`src/rtl/mpgco_pkg.sv`:
```
`timescale 1ns / 1ps
`default_nettype none
// constants, register codes and widths shared by the pixel group cursor overlay
// no dependencies

package mpgco_pkg;

   localparam int SCREEN_WIDTH  = 1024;
   localparam int SCREEN_HEIGHT = 864;
   localparam int BITMAP_LINES  = 2032;
   localparam int CURSOR_DIM    = 16;

   localparam logic [10:0] MAP_MASK = 11'h7FF;

   // cursor row address width
   localparam int ROW_W = $clog2(CURSOR_DIM);

   // csr address map: register i at byte address 4*i
   localparam int REG_COUNT = 5;
   localparam int REG_IDX_W = $clog2(REG_COUNT);
   localparam int CSR_ADDR_W = REG_IDX_W + 2;

   localparam logic [REG_IDX_W-1:0] REG_CURSOR_LEFT    = 3'd0;
   localparam logic [REG_IDX_W-1:0] REG_CURSOR_TOP     = 3'd1;
   localparam logic [REG_IDX_W-1:0] REG_CURSOR_SHOWN   = 3'd2;
   localparam logic [REG_IDX_W-1:0] REG_CURSOR_OR_MODE = 3'd3;
   localparam logic [REG_IDX_W-1:0] REG_VIDEO_ON       = 3'd4;

   localparam logic KIND_LOAD   = 1'b0;
   localparam logic KIND_RENDER = 1'b1;

endpackage

`default_nettype wire

```
`src/rtl/mpgco_req_if.sv`:
```
`timescale 1ns / 1ps
`default_nettype none
// request channel: cursor row loads and pixel group renders
// no dependencies

interface mpgco_req_if;
   logic        valid;
   logic        ready;
   logic        kind;
   logic [3:0]  cursor_row_index;
   logic [15:0] cursor_row_bits;
   logic [9:0]  scan_line;
   logic [6:0]  byte_index;
   logic [10:0] map_entry;
   logic [7:0]  bitmap_byte;

   modport source (output valid, kind, cursor_row_index, cursor_row_bits, scan_line,
                   byte_index, map_entry, bitmap_byte, input ready);
   modport sink (input valid, kind, cursor_row_index, cursor_row_bits, scan_line,
                 byte_index, map_entry, bitmap_byte, output ready);
endinterface

`default_nettype wire

```
`src/rtl/mpgco_rsp_if.sv`:
```
`timescale 1ns / 1ps
`default_nettype none
// response channel: rendered pixel groups
// no dependencies

interface mpgco_rsp_if;
   logic       valid;
   logic       ready;
   logic [7:0] pixel_bits;
   logic [9:0] out_line;
   logic [6:0] out_group;

   modport source (output valid, pixel_bits, out_line, out_group, input ready);
   modport sink (input valid, pixel_bits, out_line, out_group, output ready);
endinterface

`default_nettype wire

```
`src/rtl/mpgco_ram.sv`:
```
`timescale 1ns / 1ps
`default_nettype none
// generic simple dual port ram, one write port and one registered read port
// no dependencies

module mpgco_ram #(
   parameter int WIDTH = 16,
   parameter int DEPTH = 16
) (
   input  wire logic                     clock,
   input  wire logic                     wr_en,
   input  wire logic [$clog2(DEPTH)-1:0] wr_addr,
   input  wire logic [WIDTH-1:0]         wr_data,
   input  wire logic                     rd_en,
   input  wire logic [$clog2(DEPTH)-1:0] rd_addr,
   output logic      [WIDTH-1:0]         rd_data
);

   logic [WIDTH-1:0] mem_ff [DEPTH];
   logic [WIDTH-1:0] rd_data_ff;

   always_ff @(posedge clock) begin
      if (wr_en) begin
         mem_ff[wr_addr] <= wr_data;
      end
      if (rd_en) begin
         rd_data_ff <= mem_ff[rd_addr];
      end
   end

   assign rd_data = rd_data_ff;

endmodule

`default_nettype wire

```
`src/rtl/mono_pixel_group_cursor_overlay.sv`:
```
`timescale 1ns / 1ps
`default_nettype none
// monochrome pixel group renderer with a 16x16 hardware cursor overlay
// depends on mpgco_pkg, mpgco_req_if, mpgco_rsp_if and mpgco_ram
//
// usage:
//   req_chan carries two kinds of transfer. a load writes one cursor row into
//   the cursor ram and produces no response. a render carries one bitmap byte
//   and produces one rsp_chan transfer with eight pixels, bit 0 leftmost.
//   the csr port (apb style, pready tied high) holds cursor position, show,
//   merge mode and video enable; write it only while no render is in flight.
// timing:
//   one item per cycle sustained while rsp_chan stays ready. a render passes
//   through the cursor ram read register, then the merge and output register,
//   before it reaches rsp_chan. a load is seen by a render that follows it in
//   the next cycle.
// reset:
//   synchronous reset clears the csr and valid registers and the per-row valid
//   bits, so the cursor image reads as all zero without a clearing pass.
// stall:
//   when rsp_chan is not ready the output register holds and the read stage
//   holds behind it; req_chan stays ready while either stage has room.

module mono_pixel_group_cursor_overlay
   import mpgco_pkg::*;
(
   input  wire logic                  clock,
   input  wire logic                  reset,
   mpgco_req_if.sink                  req_chan,
   mpgco_rsp_if.source                rsp_chan,
   input  wire logic                  csr_psel,
   input  wire logic                  csr_penable,
   input  wire logic                  csr_pwrite,
   input  wire logic [CSR_ADDR_W-1:0] csr_paddr,
   input  wire logic [31:0]           csr_pwdata,
   output logic      [31:0]           csr_prdata,
   output logic                       csr_pready
);

   // configuration registers
   logic [9:0] cursor_left_ff, cursor_left_in;
   logic [9:0] cursor_top_ff, cursor_top_in;
   logic       cursor_shown_ff, cursor_shown_in;
   logic       cursor_or_mode_ff, cursor_or_mode_in;
   logic       video_on_ff, video_on_in;

   logic                 csr_write;
   logic [REG_IDX_W-1:0] csr_index;

   assign csr_pready = 1'b1;
   assign csr_index  = csr_paddr[CSR_ADDR_W-1:2];
   assign csr_write  = csr_psel && csr_penable && csr_pwrite && csr_pready;

   always_comb begin
      cursor_left_in    = cursor_left_ff;
      cursor_top_in     = cursor_top_ff;
      cursor_shown_in   = cursor_shown_ff;
      cursor_or_mode_in = cursor_or_mode_ff;
      video_on_in       = video_on_ff;
      if (csr_write) begin
         unique case (csr_index)
            REG_CURSOR_LEFT:    cursor_left_in    = csr_pwdata[9:0];
            REG_CURSOR_TOP:     cursor_top_in     = csr_pwdata[9:0];
            REG_CURSOR_SHOWN:   cursor_shown_in   = csr_pwdata[0];
            REG_CURSOR_OR_MODE: cursor_or_mode_in = csr_pwdata[0];
            REG_VIDEO_ON:       video_on_in       = csr_pwdata[0];
            default: ;
         endcase
      end
   end

   always_comb begin
      unique case (csr_index)
         REG_CURSOR_LEFT:    csr_prdata = {22'd0, cursor_left_ff};
         REG_CURSOR_TOP:     csr_prdata = {22'd0, cursor_top_ff};
         REG_CURSOR_SHOWN:   csr_prdata = {31'd0, cursor_shown_ff};
         REG_CURSOR_OR_MODE: csr_prdata = {31'd0, cursor_or_mode_ff};
         REG_VIDEO_ON:       csr_prdata = {31'd0, video_on_ff};
         default:            csr_prdata = 32'd0;
      endcase
   end

   // pipeline handshake
   logic req_xfer;
   logic load_xfer;
   logic render_xfer;
   logic out_free;
   logic s1_adv;

   logic       s1_valid_ff, s1_valid_in;
   logic [9:0] s1_line_ff;
   logic [6:0] s1_group_ff;
   logic [7:0] s1_pix_ff;
   logic       s1_hit_ff;
   logic       s1_blank_ff;

   logic       rsp_valid_ff, rsp_valid_in;
   logic [7:0] rsp_pix_ff;
   logic [9:0] rsp_line_ff;
   logic [6:0] rsp_group_ff;

   assign out_free       = !rsp_valid_ff || rsp_chan.ready;
   assign s1_adv         = s1_valid_ff && out_free;
   assign req_chan.ready = !s1_valid_ff || out_free;
   assign req_xfer       = req_chan.valid && req_chan.ready;
   assign load_xfer      = req_xfer && (req_chan.kind == KIND_LOAD);
   assign render_xfer    = req_xfer && (req_chan.kind == KIND_RENDER);

   // cursor ram and per-row valid bits
   logic [CURSOR_DIM-1:0] row_valid_ff, row_valid_in;
   logic [CURSOR_DIM-1:0] crow_rd;
   logic                  load_row_ok;
   logic [10:0]           row_diff;
   logic                  in_window;
   logic [ROW_W-1:0]      rd_row;

   assign load_row_ok = {1'b0, req_chan.cursor_row_index} < 5'(CURSOR_DIM);
   assign row_diff    = {1'b0, req_chan.scan_line} - {1'b0, cursor_top_ff};
   assign in_window   = !row_diff[10] && (row_diff < 11'(CURSOR_DIM));
   assign rd_row      = row_diff[ROW_W-1:0];

   always_comb begin
      row_valid_in = row_valid_ff;
      if (load_xfer && load_row_ok) begin
         row_valid_in[req_chan.cursor_row_index[ROW_W-1:0]] = 1'b1;
      end
   end

   mpgco_ram #(
      .WIDTH (CURSOR_DIM),
      .DEPTH (CURSOR_DIM)
   ) u_cursor_ram (
      .clock   (clock),
      .wr_en   (load_xfer && load_row_ok),
      .wr_addr (req_chan.cursor_row_index[ROW_W-1:0]),
      .wr_data (req_chan.cursor_row_bits[CURSOR_DIM-1:0]),
      .rd_en   (render_xfer),
      .rd_addr (rd_row),
      .rd_data (crow_rd)
   );

   // read stage: base pixels and cursor hit, decided while the row is fetched
   logic       map_past;
   logic       line_off;
   logic [7:0] base_pix;

   assign map_past = {1'b0, req_chan.map_entry & MAP_MASK} >= 12'(BITMAP_LINES);
   assign line_off = {3'd0, req_chan.scan_line} >= 13'(SCREEN_HEIGHT);
   assign base_pix = map_past ? 8'd0 : req_chan.bitmap_byte;

   always_comb begin
      s1_valid_in = s1_valid_ff;
      if (render_xfer) begin
         s1_valid_in = 1'b1;
      end else if (s1_adv) begin
         s1_valid_in = 1'b0;
      end
   end

   always_ff @(posedge clock) begin
      if (render_xfer) begin
         s1_line_ff  <= req_chan.scan_line;
         s1_group_ff <= req_chan.byte_index;
         s1_pix_ff   <= base_pix;
         s1_hit_ff   <= cursor_shown_ff && in_window && row_valid_ff[rd_row];
         s1_blank_ff <= !video_on_ff || line_off;
      end
   end

   // merge stage: overlay cursor row, clip at screen edge, apply blanking
   logic [7:0]  merged_pix;
   logic [12:0] px_x;
   logic [12:0] px_col;
   logic        col_ok;
   logic        x_on;
   logic        cbit;

   always_comb begin
      merged_pix = s1_pix_ff;
      px_x       = 13'd0;
      px_col     = 13'd0;
      col_ok     = 1'b0;
      x_on       = 1'b0;
      cbit       = 1'b0;
      for (int k = 0; k < 8; k++) begin
         px_x   = {3'd0, s1_group_ff, 3'd0} + 13'(k);
         px_col = px_x - {3'd0, cursor_left_ff};
         col_ok = !px_col[12] && (px_col < 13'(CURSOR_DIM));
         x_on   = px_x < 13'(SCREEN_WIDTH);
         cbit   = crow_rd[px_col[ROW_W-1:0]];
         if (s1_hit_ff && col_ok && x_on) begin
            if (cursor_or_mode_ff) begin
               merged_pix[k] = merged_pix[k] | cbit;
            end else if (cbit) begin
               merged_pix[k] = 1'b0;
            end
         end
         if (!x_on) begin
            merged_pix[k] = 1'b0;
         end
      end
      if (s1_blank_ff) begin
         merged_pix = 8'd0;
      end
   end

   always_comb begin
      rsp_valid_in = rsp_valid_ff;
      if (s1_adv) begin
         rsp_valid_in = 1'b1;
      end else if (rsp_chan.ready) begin
         rsp_valid_in = 1'b0;
      end
   end

   always_ff @(posedge clock) begin
      if (s1_adv) begin
         rsp_pix_ff   <= merged_pix;
         rsp_line_ff  <= s1_line_ff;
         rsp_group_ff <= s1_group_ff;
      end
   end

   assign rsp_chan.valid      = rsp_valid_ff;
   assign rsp_chan.pixel_bits = rsp_pix_ff;
   assign rsp_chan.out_line   = rsp_line_ff;
   assign rsp_chan.out_group  = rsp_group_ff;

   // control state
   always_ff @(posedge clock) begin
      if (reset) begin
         cursor_left_ff    <= 10'd0;
         cursor_top_ff     <= 10'd0;
         cursor_shown_ff   <= 1'b0;
         cursor_or_mode_ff <= 1'b0;
         video_on_ff       <= 1'b0;
         row_valid_ff      <= '0;
         s1_valid_ff       <= 1'b0;
         rsp_valid_ff      <= 1'b0;
      end else begin
         cursor_left_ff    <= cursor_left_in;
         cursor_top_ff     <= cursor_top_in;
         cursor_shown_ff   <= cursor_shown_in;
         cursor_or_mode_ff <= cursor_or_mode_in;
         video_on_ff       <= video_on_in;
         row_valid_ff      <= row_valid_in;
         s1_valid_ff       <= s1_valid_in;
         rsp_valid_ff      <= rsp_valid_in;
      end
   end

endmodule

`default_nettype wire

```
`src/flat_wrapper.sv`:
```
// flat-port wrapper written by rule: the top's interface ports become plain ports
module mono_pixel_group_cursor_overlay_flat import mpgco_pkg::*;
  (clock, reset, csr_psel, csr_penable, csr_pwrite, csr_paddr, csr_pwdata, csr_prdata, csr_pready, req_chan_valid, req_chan_kind, req_chan_cursor_row_index, req_chan_cursor_row_bits, req_chan_scan_line, req_chan_byte_index, req_chan_map_entry, req_chan_bitmap_byte, req_chan_ready, rsp_chan_valid, rsp_chan_pixel_bits, rsp_chan_out_line, rsp_chan_out_group, rsp_chan_ready);
  mpgco_req_if req_chan_i ();
  mpgco_rsp_if rsp_chan_i ();
  input  wire logic clock;
  input  wire logic reset;
  input  wire logic csr_psel;
  input  wire logic csr_penable;
  input  wire logic csr_pwrite;
  input  wire logic [CSR_ADDR_W-1:0] csr_paddr;
  input  wire logic [31:0] csr_pwdata;
  output logic      [31:0] csr_prdata;
  output logic csr_pready;
  input wire logic [$bits(req_chan_i.valid)-1:0] req_chan_valid;
  input wire logic [$bits(req_chan_i.kind)-1:0] req_chan_kind;
  input wire logic [$bits(req_chan_i.cursor_row_index)-1:0] req_chan_cursor_row_index;
  input wire logic [$bits(req_chan_i.cursor_row_bits)-1:0] req_chan_cursor_row_bits;
  input wire logic [$bits(req_chan_i.scan_line)-1:0] req_chan_scan_line;
  input wire logic [$bits(req_chan_i.byte_index)-1:0] req_chan_byte_index;
  input wire logic [$bits(req_chan_i.map_entry)-1:0] req_chan_map_entry;
  input wire logic [$bits(req_chan_i.bitmap_byte)-1:0] req_chan_bitmap_byte;
  output wire logic [$bits(req_chan_i.ready)-1:0] req_chan_ready;
  output wire logic [$bits(rsp_chan_i.valid)-1:0] rsp_chan_valid;
  output wire logic [$bits(rsp_chan_i.pixel_bits)-1:0] rsp_chan_pixel_bits;
  output wire logic [$bits(rsp_chan_i.out_line)-1:0] rsp_chan_out_line;
  output wire logic [$bits(rsp_chan_i.out_group)-1:0] rsp_chan_out_group;
  input wire logic [$bits(rsp_chan_i.ready)-1:0] rsp_chan_ready;
  assign req_chan_i.valid = req_chan_valid;
  assign req_chan_i.kind = req_chan_kind;
  assign req_chan_i.cursor_row_index = req_chan_cursor_row_index;
  assign req_chan_i.cursor_row_bits = req_chan_cursor_row_bits;
  assign req_chan_i.scan_line = req_chan_scan_line;
  assign req_chan_i.byte_index = req_chan_byte_index;
  assign req_chan_i.map_entry = req_chan_map_entry;
  assign req_chan_i.bitmap_byte = req_chan_bitmap_byte;
  assign req_chan_ready = req_chan_i.ready;
  assign rsp_chan_valid = rsp_chan_i.valid;
  assign rsp_chan_pixel_bits = rsp_chan_i.pixel_bits;
  assign rsp_chan_out_line = rsp_chan_i.out_line;
  assign rsp_chan_out_group = rsp_chan_i.out_group;
  assign rsp_chan_i.ready = rsp_chan_ready;
  mono_pixel_group_cursor_overlay u_core (.clock(clock), .reset(reset), .req_chan(req_chan_i), .rsp_chan(rsp_chan_i), .csr_psel(csr_psel), .csr_penable(csr_penable), .csr_pwrite(csr_pwrite), .csr_paddr(csr_paddr), .csr_pwdata(csr_pwdata), .csr_prdata(csr_prdata), .csr_pready(csr_pready));
endmodule
```
`config.mk`:
```
export PLATFORM = sky130hd
export DESIGN_NAME = mono_pixel_group_cursor_overlay_flat
export DESIGN_NICKNAME = d
export VERILOG_FILES = /design/src/rtl/mpgco_pkg.sv /design/src/rtl/mpgco_req_if.sv /design/src/rtl/mpgco_rsp_if.sv /design/src/rtl/mpgco_ram.sv /design/src/rtl/mono_pixel_group_cursor_overlay.sv /design/src/flat_wrapper.sv
export SDC_FILE = /design/constraint.sdc
export NUM_CORES = 1
export LEC_CHECK = 0
export BUFFER_PORTS_ARGS = -buffer_cell sky130_fd_sc_hd__buf_4
export CAP_MARGIN = 10
export CORE_ASPECT_RATIO = 0.8
export CORE_MARGIN = 2
export CORE_UTILIZATION = 45
export DETAILED_ROUTE_END_ITERATION = 10
export PLACE_DENSITY = 0.65
export SKIP_LAST_GASP = 1
export SLEW_MARGIN = 0
export SYNTH_ARGS = -nofsm -noshare
export SYNTH_HDL_FRONTEND = slang
export SYNTH_SLANG_ARGS = --single-unit
```
`constraint.sdc`:
```
create_clock -name clock -period 6.77 [get_ports clock]
set_input_delay 1.354 -clock clock [delete_from_list [all_inputs] [get_ports clock]]
set_output_delay 1.354 -clock clock [all_outputs]
set_load 0.05 [all_outputs]
```
## Yosys cells after proc, flatten, opt, wreduce, memory -nomap -nowiden

Memories as Yosys holds them, arrays and structs flattened. A register that Yosys moved wholly into a read port is not among the register bits.
Cells that the tools add are included.

| storage, ports and cells | value |
|---|---|
| output and inout port bits | 60 |
| input port bits | 101 |
| bits in writable memories | 256 |
| flip-flop bits (word level) | 93 |
| memories | 1 |
| word-level logic and storage cells | 208 |
| memory bits (read-only) | 0 |
| bits in latches | 0 |

Memories:

| memory | depth | bits a word | rd ports | clocked after memory_dff | write ports | RTL line | RTL |
|---|---|---|---|---|---|---|---|
| u_core.u_cursor_ram.mem_ff | 16 | 16 | 1 | 1 | 1 | mpgco_ram.sv:19 | `logic [WIDTH-1:0] mem_ff [DEPTH];` |

| operators by class | value |
|---|---|
| divide/modulo/power cells | 0 |
| magnitude comparators | 30 |
| equal/unequal tests | 4 |
| bitwise gates (word level) | 18 |
| $mul | 0 |
| muxes and demuxes | 51 |
| shift-type cells | 0 |
| add/sub/neg operators | 16 |
| reductions and logical operators | 65 |

Operator list:

| operator | count |
|---|---|
| $lt A13 B5 Y1 const B | 8 |
| $lt A13 B11 Y1 const B | 7 |
| $sub A13 B10 Y13 | 7 |
| $lt A4 B5 Y1 const B | 10 |
| $pmux W10 S5 | 1 |
| $add A10 B3 Y11 const B | 4 |
| $mux W1 | 40 |
| $bmux W1 S4 | 9 |
| $logic_and A1 B1 Y1 | 34 |
| $add A10 B2 Y11 const B | 2 |
| $sub A10 B10 Y11 | 2 |
| $or A16 B16 Y16 | 1 |
| $reduce_or A2 Y1 | 8 |
| $logic_not A1 Y1 | 12 |
| $add A10 B1 Y11 const B | 1 |
| $ge A11 B11 Y1 const B | 1 |
| $lt A10 B11 Y1 const B | 1 |
| $lt A11 B5 Y1 const B | 1 |
| $ge A10 B10 Y1 const B | 1 |
| $reduce_and A2 Y1 | 5 |
| $not A1 Y1 | 9 |
| $or A1 B1 Y1 | 8 |
| $eq A3 B2 Y1 const B | 2 |
| $demux W1 S4 | 1 |
| 6 further kinds | 9 |

## Depth between registers and ports, before layout

| depth | value |
|---|---|
| depth in word-level cells | 7 |
| depth in mapped cells | 11 |
| gate-level depth less buffers | 11 |

## Hierarchy

Synthesis repeated with hierarchy kept, for this count alone.

| second synthesis, totals | value |
|---|---|
| cell total of the unflattened synthesis | 1,115 |
| area, all modules | 16,932.5 um2 |

By module, submodules not included:

| module | cells an instance | times used | sequential area each (um2) | area an instance (um2) |
|---|---|---|---|---|
| mpgco_ram | 432 | 1 | 8,167.8 | 10,203.5 |
| mono_pixel_group_cursor_overlay | 683 | 1 | 2,382.3 | 6,729.0 |

## Least setup slack after synthesis

Ideal clock, no wire load.

| timing | value |
|---|---|
| path kind | input -> register |
| start point | in rsp_chan_ready |
| end point | mem u_core.u_cursor_ram.mem_ff[0][0], enable pin |
| setup slack | 2.746 ns |
| data required time | 6.358 ns |
| data arrival time | 3.612 ns |
| library setup time | 0.412 ns |
| stages | 4 |
| cells stage by stage | nand3b_1 -> nand2_1 -> or4_1 -> nor3_1 |

| between the ends | value |
|---|---|
| longest elaborated chain between the ends | 6 |

RTL lines:

| what | RTL line | RTL |
|---|---|---|
| from (decl) | flat_wrapper.sv:28 | `input wire logic [$bits(rsp_chan_i.ready)-1:0] rsp_chan_ready;` |
| $logic_or A1 B1 Y1 | mono_pixel_group_cursor_overlay.sv:102 | `assign out_free = !rsp_valid_ff \|\| rsp_chan.ready;` |
| $logic_or A1 B1 Y1 | mono_pixel_group_cursor_overlay.sv:104 | `assign req_chan.ready = !s1_valid_ff \|\| out_free;` |
| $logic_and A1 B1 Y1 | mono_pixel_group_cursor_overlay.sv:105 | `assign req_xfer = req_chan.valid && req_chan.ready;` |
| $logic_and A1 B1 Y1 | mono_pixel_group_cursor_overlay.sv:106 | `assign load_xfer = req_xfer && (req_chan.kind == KIND_LOAD);` |
| $mux W1 | mpgco_ram.sv:23 | `if (wr_en) begin` |
| $mux W1 (implied by the code) | mpgco_ram.sv:24 | `mem_ff[wr_addr] <= wr_data;` |
| to (decl) | mpgco_ram.sv:19 |  |

Every way passes these cells.

## Final worst setup path

| timing | value |
|---|---|
| start point | in req_chan_scan_line[0] |
| end point | reg u_core.u_cursor_ram.rd_data_ff[4], in the netlist u_core.u_cursor_ram.rd_data[4], read port of u_core.u_cursor_ram.mem_ff (data pin) |

| between the ends | value |
|---|---|
| longest elaborated chain between the ends | 1 |

RTL lines:

| what | RTL line | RTL |
|---|---|---|
| from (decl) | flat_wrapper.sv:19 | `input wire logic [$bits(req_chan_i.scan_line)-1:0] req_chan_scan_line;` |
| $sub A10 B10 Y11 | mono_pixel_group_cursor_overlay.sv:118 | `assign row_diff = {1'b0, req_chan.scan_line} - {1'b0, cursor_top_ff};` |
| to (decl) | mpgco_ram.sv:20 | `logic [WIDTH-1:0] rd_data_ff;` |

Every way passes these cells.
A chain may end at the register's enable or synchronous reset.

==> out/results.txt <==
Outcome = complete, no violations
Clock slew at reported path FFs = 60 ps
Post-synth top area share = 58.4%
Crit Path Max Fanout = 47
First-pass GRT wire length = 57.9 mm
Core box area = 36,800 µm²
# resized after CTS = 0
CP peak stage delay = 1260 ps
Post-synth top area cell = edfxtp_1
Setup violations, final = 0
Largest net degree at the start of global routing = 48
Final TNS setup = 0 ps
H-tree depth = 2
Share of layout cells above drive strength 1 = 26.1%
DRC Markers = 0
CP endpoint kind = flop
CTS buffer count = 37
DP HPWL = 25.3 mm
Top_reg_cell synth = edfxtp_1
Worst Skew = 14.1 ps
Fin crit share = 59.5%
Total wire length = 38.3 mm
Port Buffer Count = 109
Latest clock arrival within the worst-skew pair = 530 ps
Post-route ant nets = 0
Leakage = 6.58 nW
Critical path's most frequent cell = buf_4
Relative slew slack = 20.1%
Unique cell type count in the Yosys netlist = 62
CTS tree = yes
Num Clock Sinks = 365
Register area = 10,600 µm²
Seq/Total Area, Yosys = 63.3%
WP data arrival = 4300 ps
Clock Path Buffers = 3
Fmax = 0.248 GHz
Die area = 38,600 µm²
Non-filler cells, final = 1,709
Post-Synthesis Cells = 1,073
Site Rows = 63
Via-to-Cell Ratio = 5.60
Syn Area/Cell = 15.5 µm²
Worst EP required = 7040 ps
Placed cell count = 1,643
RSZ-0062 raised after global routing = no
Initial antenna violation count = 1
Final worst path period need = 4030 ps
Total number of vias = 9,569
Routability cong. = 0.916
Fillers = 2,989
Hold buffer count at CTS = 0
Max Cap Viol = 0
Post-CTS Setup Bufs = 0
Avg WL per Cell = 22.4 µm
Worst Hold Class = flop to flop
Worst path cell trace = buf_4, inv_1, ha_4, fa_4, buf_4, mux4_2, nor2b_1, a211oi_1, a21oi_1
1st-pass router iterations = 5
Die X = 219 µm
Iteration-0 DRC Markers = 836
Vias in the first global route = 9,438
Power Density = 253 nW/µm²
Least-Margin Pin Slew = 1190 ps
GRT Total Usage = 20.0%
Yosys warns = 0
Flops & latches, synth = 365
Top cells by area, synth = edfxtp_1 (58%), mux4_2 (12%), dfxtp_1 (4.9%), mux2i_1 (4.0%), ha_1 (2.1%)
Multi-input combinational cell area = 5740 µm²
Number of flops mapped to enable cells by yosys = 324
Root Driver = clkbuf_16
VDD IR max = 0.238 mV
Post-layout util = 52.1%
Setup CP Type = input port to flop
Final hold viol count = 0
Number of top-level pins = 161
Chip Height = 176 µm
Pwr Total = 4.85 mW
Crit start category = input port
Final Slew Violations = 0
GRT overflow = 0
Post-Syn Area = 16,700 µm²
Initial Util = 45.3%
Slowest-stage cell, CP = fa_4
Synth-to-Final Area Change = 15.1%
Async set-reset flop share out of synthesis = 0%
Final #Nets = 1,327
-- logic make-up (layout without fill, tap and decap cells) --
logic type / Yosys count / in the layout / share of synthesized area (%)
muxes: 162 / 162 / 16.5
AOI/OAI and AO/OA: 139 / 139 / 5.45
other: 2 / 24 / 0.0451
and+or+nand+nor: 226 / 226 / 6.84
adders and majority gates: 31 / 31 / 2.46
buffers and inverters: 109 / 236 / 3.33
xor gates and xnor gates: 39 / 39 / 2.05
DFF: 365 / 365 / 63.3
-- report_power, final --
group / switching (mW) / leakage, nW / internal, mW / total [mW]
Sequential: 0.0205 / 3.27 / 2.49 / 2.51
Combinational: 0.248 / 2.76 / 0.165 / 0.412
Clock: 0.838 / 0.552 / 1.08 / 1.92
Total: 1.11 / 6.58 / 3.74 / 4.85
-- sequential cells by signal, summed over array words and instances, names as in the netlist, 7 cells and up --
name,count
u_core.cursor_left_ff,10
u_core.cursor_top_ff,10
u_core.row_valid_ff,16
u_core.rsp_chan.out_group,7
u_core.rsp_chan.out_line,10
u_core.rsp_chan.pixel_bits,8
u_core.s1_group_ff,7
u_core.s1_line_ff,10
u_core.s1_pix_ff,8
u_core.u_cursor_ram.mem_ff,256
u_core.u_cursor_ram.rd_data,16
-- critical path, delay by kind of cell --
family	cells	cell delay [ps]
buffers and inverters	3	580
multiplexers	1	340
AND/OR/NAND/NOR	1	150
AO/OA/AOI/OAI	2	380
adder cells (fa/ha/maj)	2	1430
-- layer usage --
metal / part of all wire (%) / wire length [µm] / track usage (%) / vias to the layer above
met3: 5.4 / 2080 / 3.08 / 56
met1: 45 / 17300 / 29.8 / 4856
met2: 47 / 18100 / 31.0 / 308
li1: - / - / - / 4349
met4: 2.1 / 809 / 5.26 / 0
met5: 0 / 0 / 0 / -
-- Yosys cell counts, types with 2 or more instances --
cell,number
a2111oi_0,3
a211oi_1,18
a21o_1,4
a21oi_1,43
a31oi_1,4
and2_1,3
and3_1,2
buf_1,3
buf_2,21
buf_4,32
clkbuf_1,16
conb_1,2
dfxtp_1,41
edfxtp_1,324
fa_1,3
ha_1,28
inv_1,36
mux2_2,5
mux2i_1,66
mux4_2,90
nand2_1,22
nand2b_1,16
nand3_1,12
nand3b_1,7
nand4_1,10
nor2_1,92
nor2b_1,34
nor3_1,11
nor3b_1,2
nor4_1,6
o2111ai_1,2
o211ai_1,4
o21a_1,7
o21ai_0,19
o21ai_1,12
o21ba_2,5
o221ai_1,2
o22ai_1,3
or3_1,2
or4_1,2
xnor2_1,26
xor2_1,13
-- area by class of cell --
type / instances / area share [%]
Clock buffer: 47 / 5.18
Antenna cell: 1 / 0.0130
Multi-Input combinational cell: 620 / 29.9
Inverter: 37 / 0.724
Timing Repair Buffer: 134 / 5.24
Tap cell: 487 / 3.18
Clock inverter: 18 / 0.737
Sequential cell: 365 / 55.0
-- final timing paths --
| path | start | to | slack [ps] | cells after the start |
|---|---|---|---|---|
| min reg2reg | u_core.s1_line_ff[8] | u_core.rsp_chan.out_line[8] | 420 | 0 |
| max | req_chan_scan_line[0] | u_core.u_cursor_ram.rd_data[4] | 2740 | 9 |
| max reg2reg | u_core.cursor_left_ff[2] | u_core.rsp_chan.pixel_bits[3] | 3250 | 9 |
| min | u_core.s1_line_ff[8] | u_core.rsp_chan.out_line[8] | 420 | 0 |
-- cell usage in the layout, fill, tap and decap left out, types with 18 or more instances in the layout --
master / instances
xnor2_1: 26
mux4_2: 90
edfxtp_1: 324
mux2i_1: 66
nand2_1: 22
a21oi_1: 43
ha_1: 27
clkbuf_16: 38
buf_4: 134
nor2b_1: 34
conb_1: 23
dfxtp_1: 41
inv_1: 35
nor2_1: 79
a211oi_1: 18
o21ai_0: 19
-- metrics by stage --
stage	hold WS [ps]	cell area [µm²]	setup slack (ps)
5_1_grt	431	19200	2600
4_1_cts	421	19200	2720
6_report	421	19200	2740
3_5_place_dp	406	18000	2160
3_3_place_gp	402	18000	2180
2_1_floorplan	400	16700	2750
No activity file was read; power rests on OpenSTA's default activity.
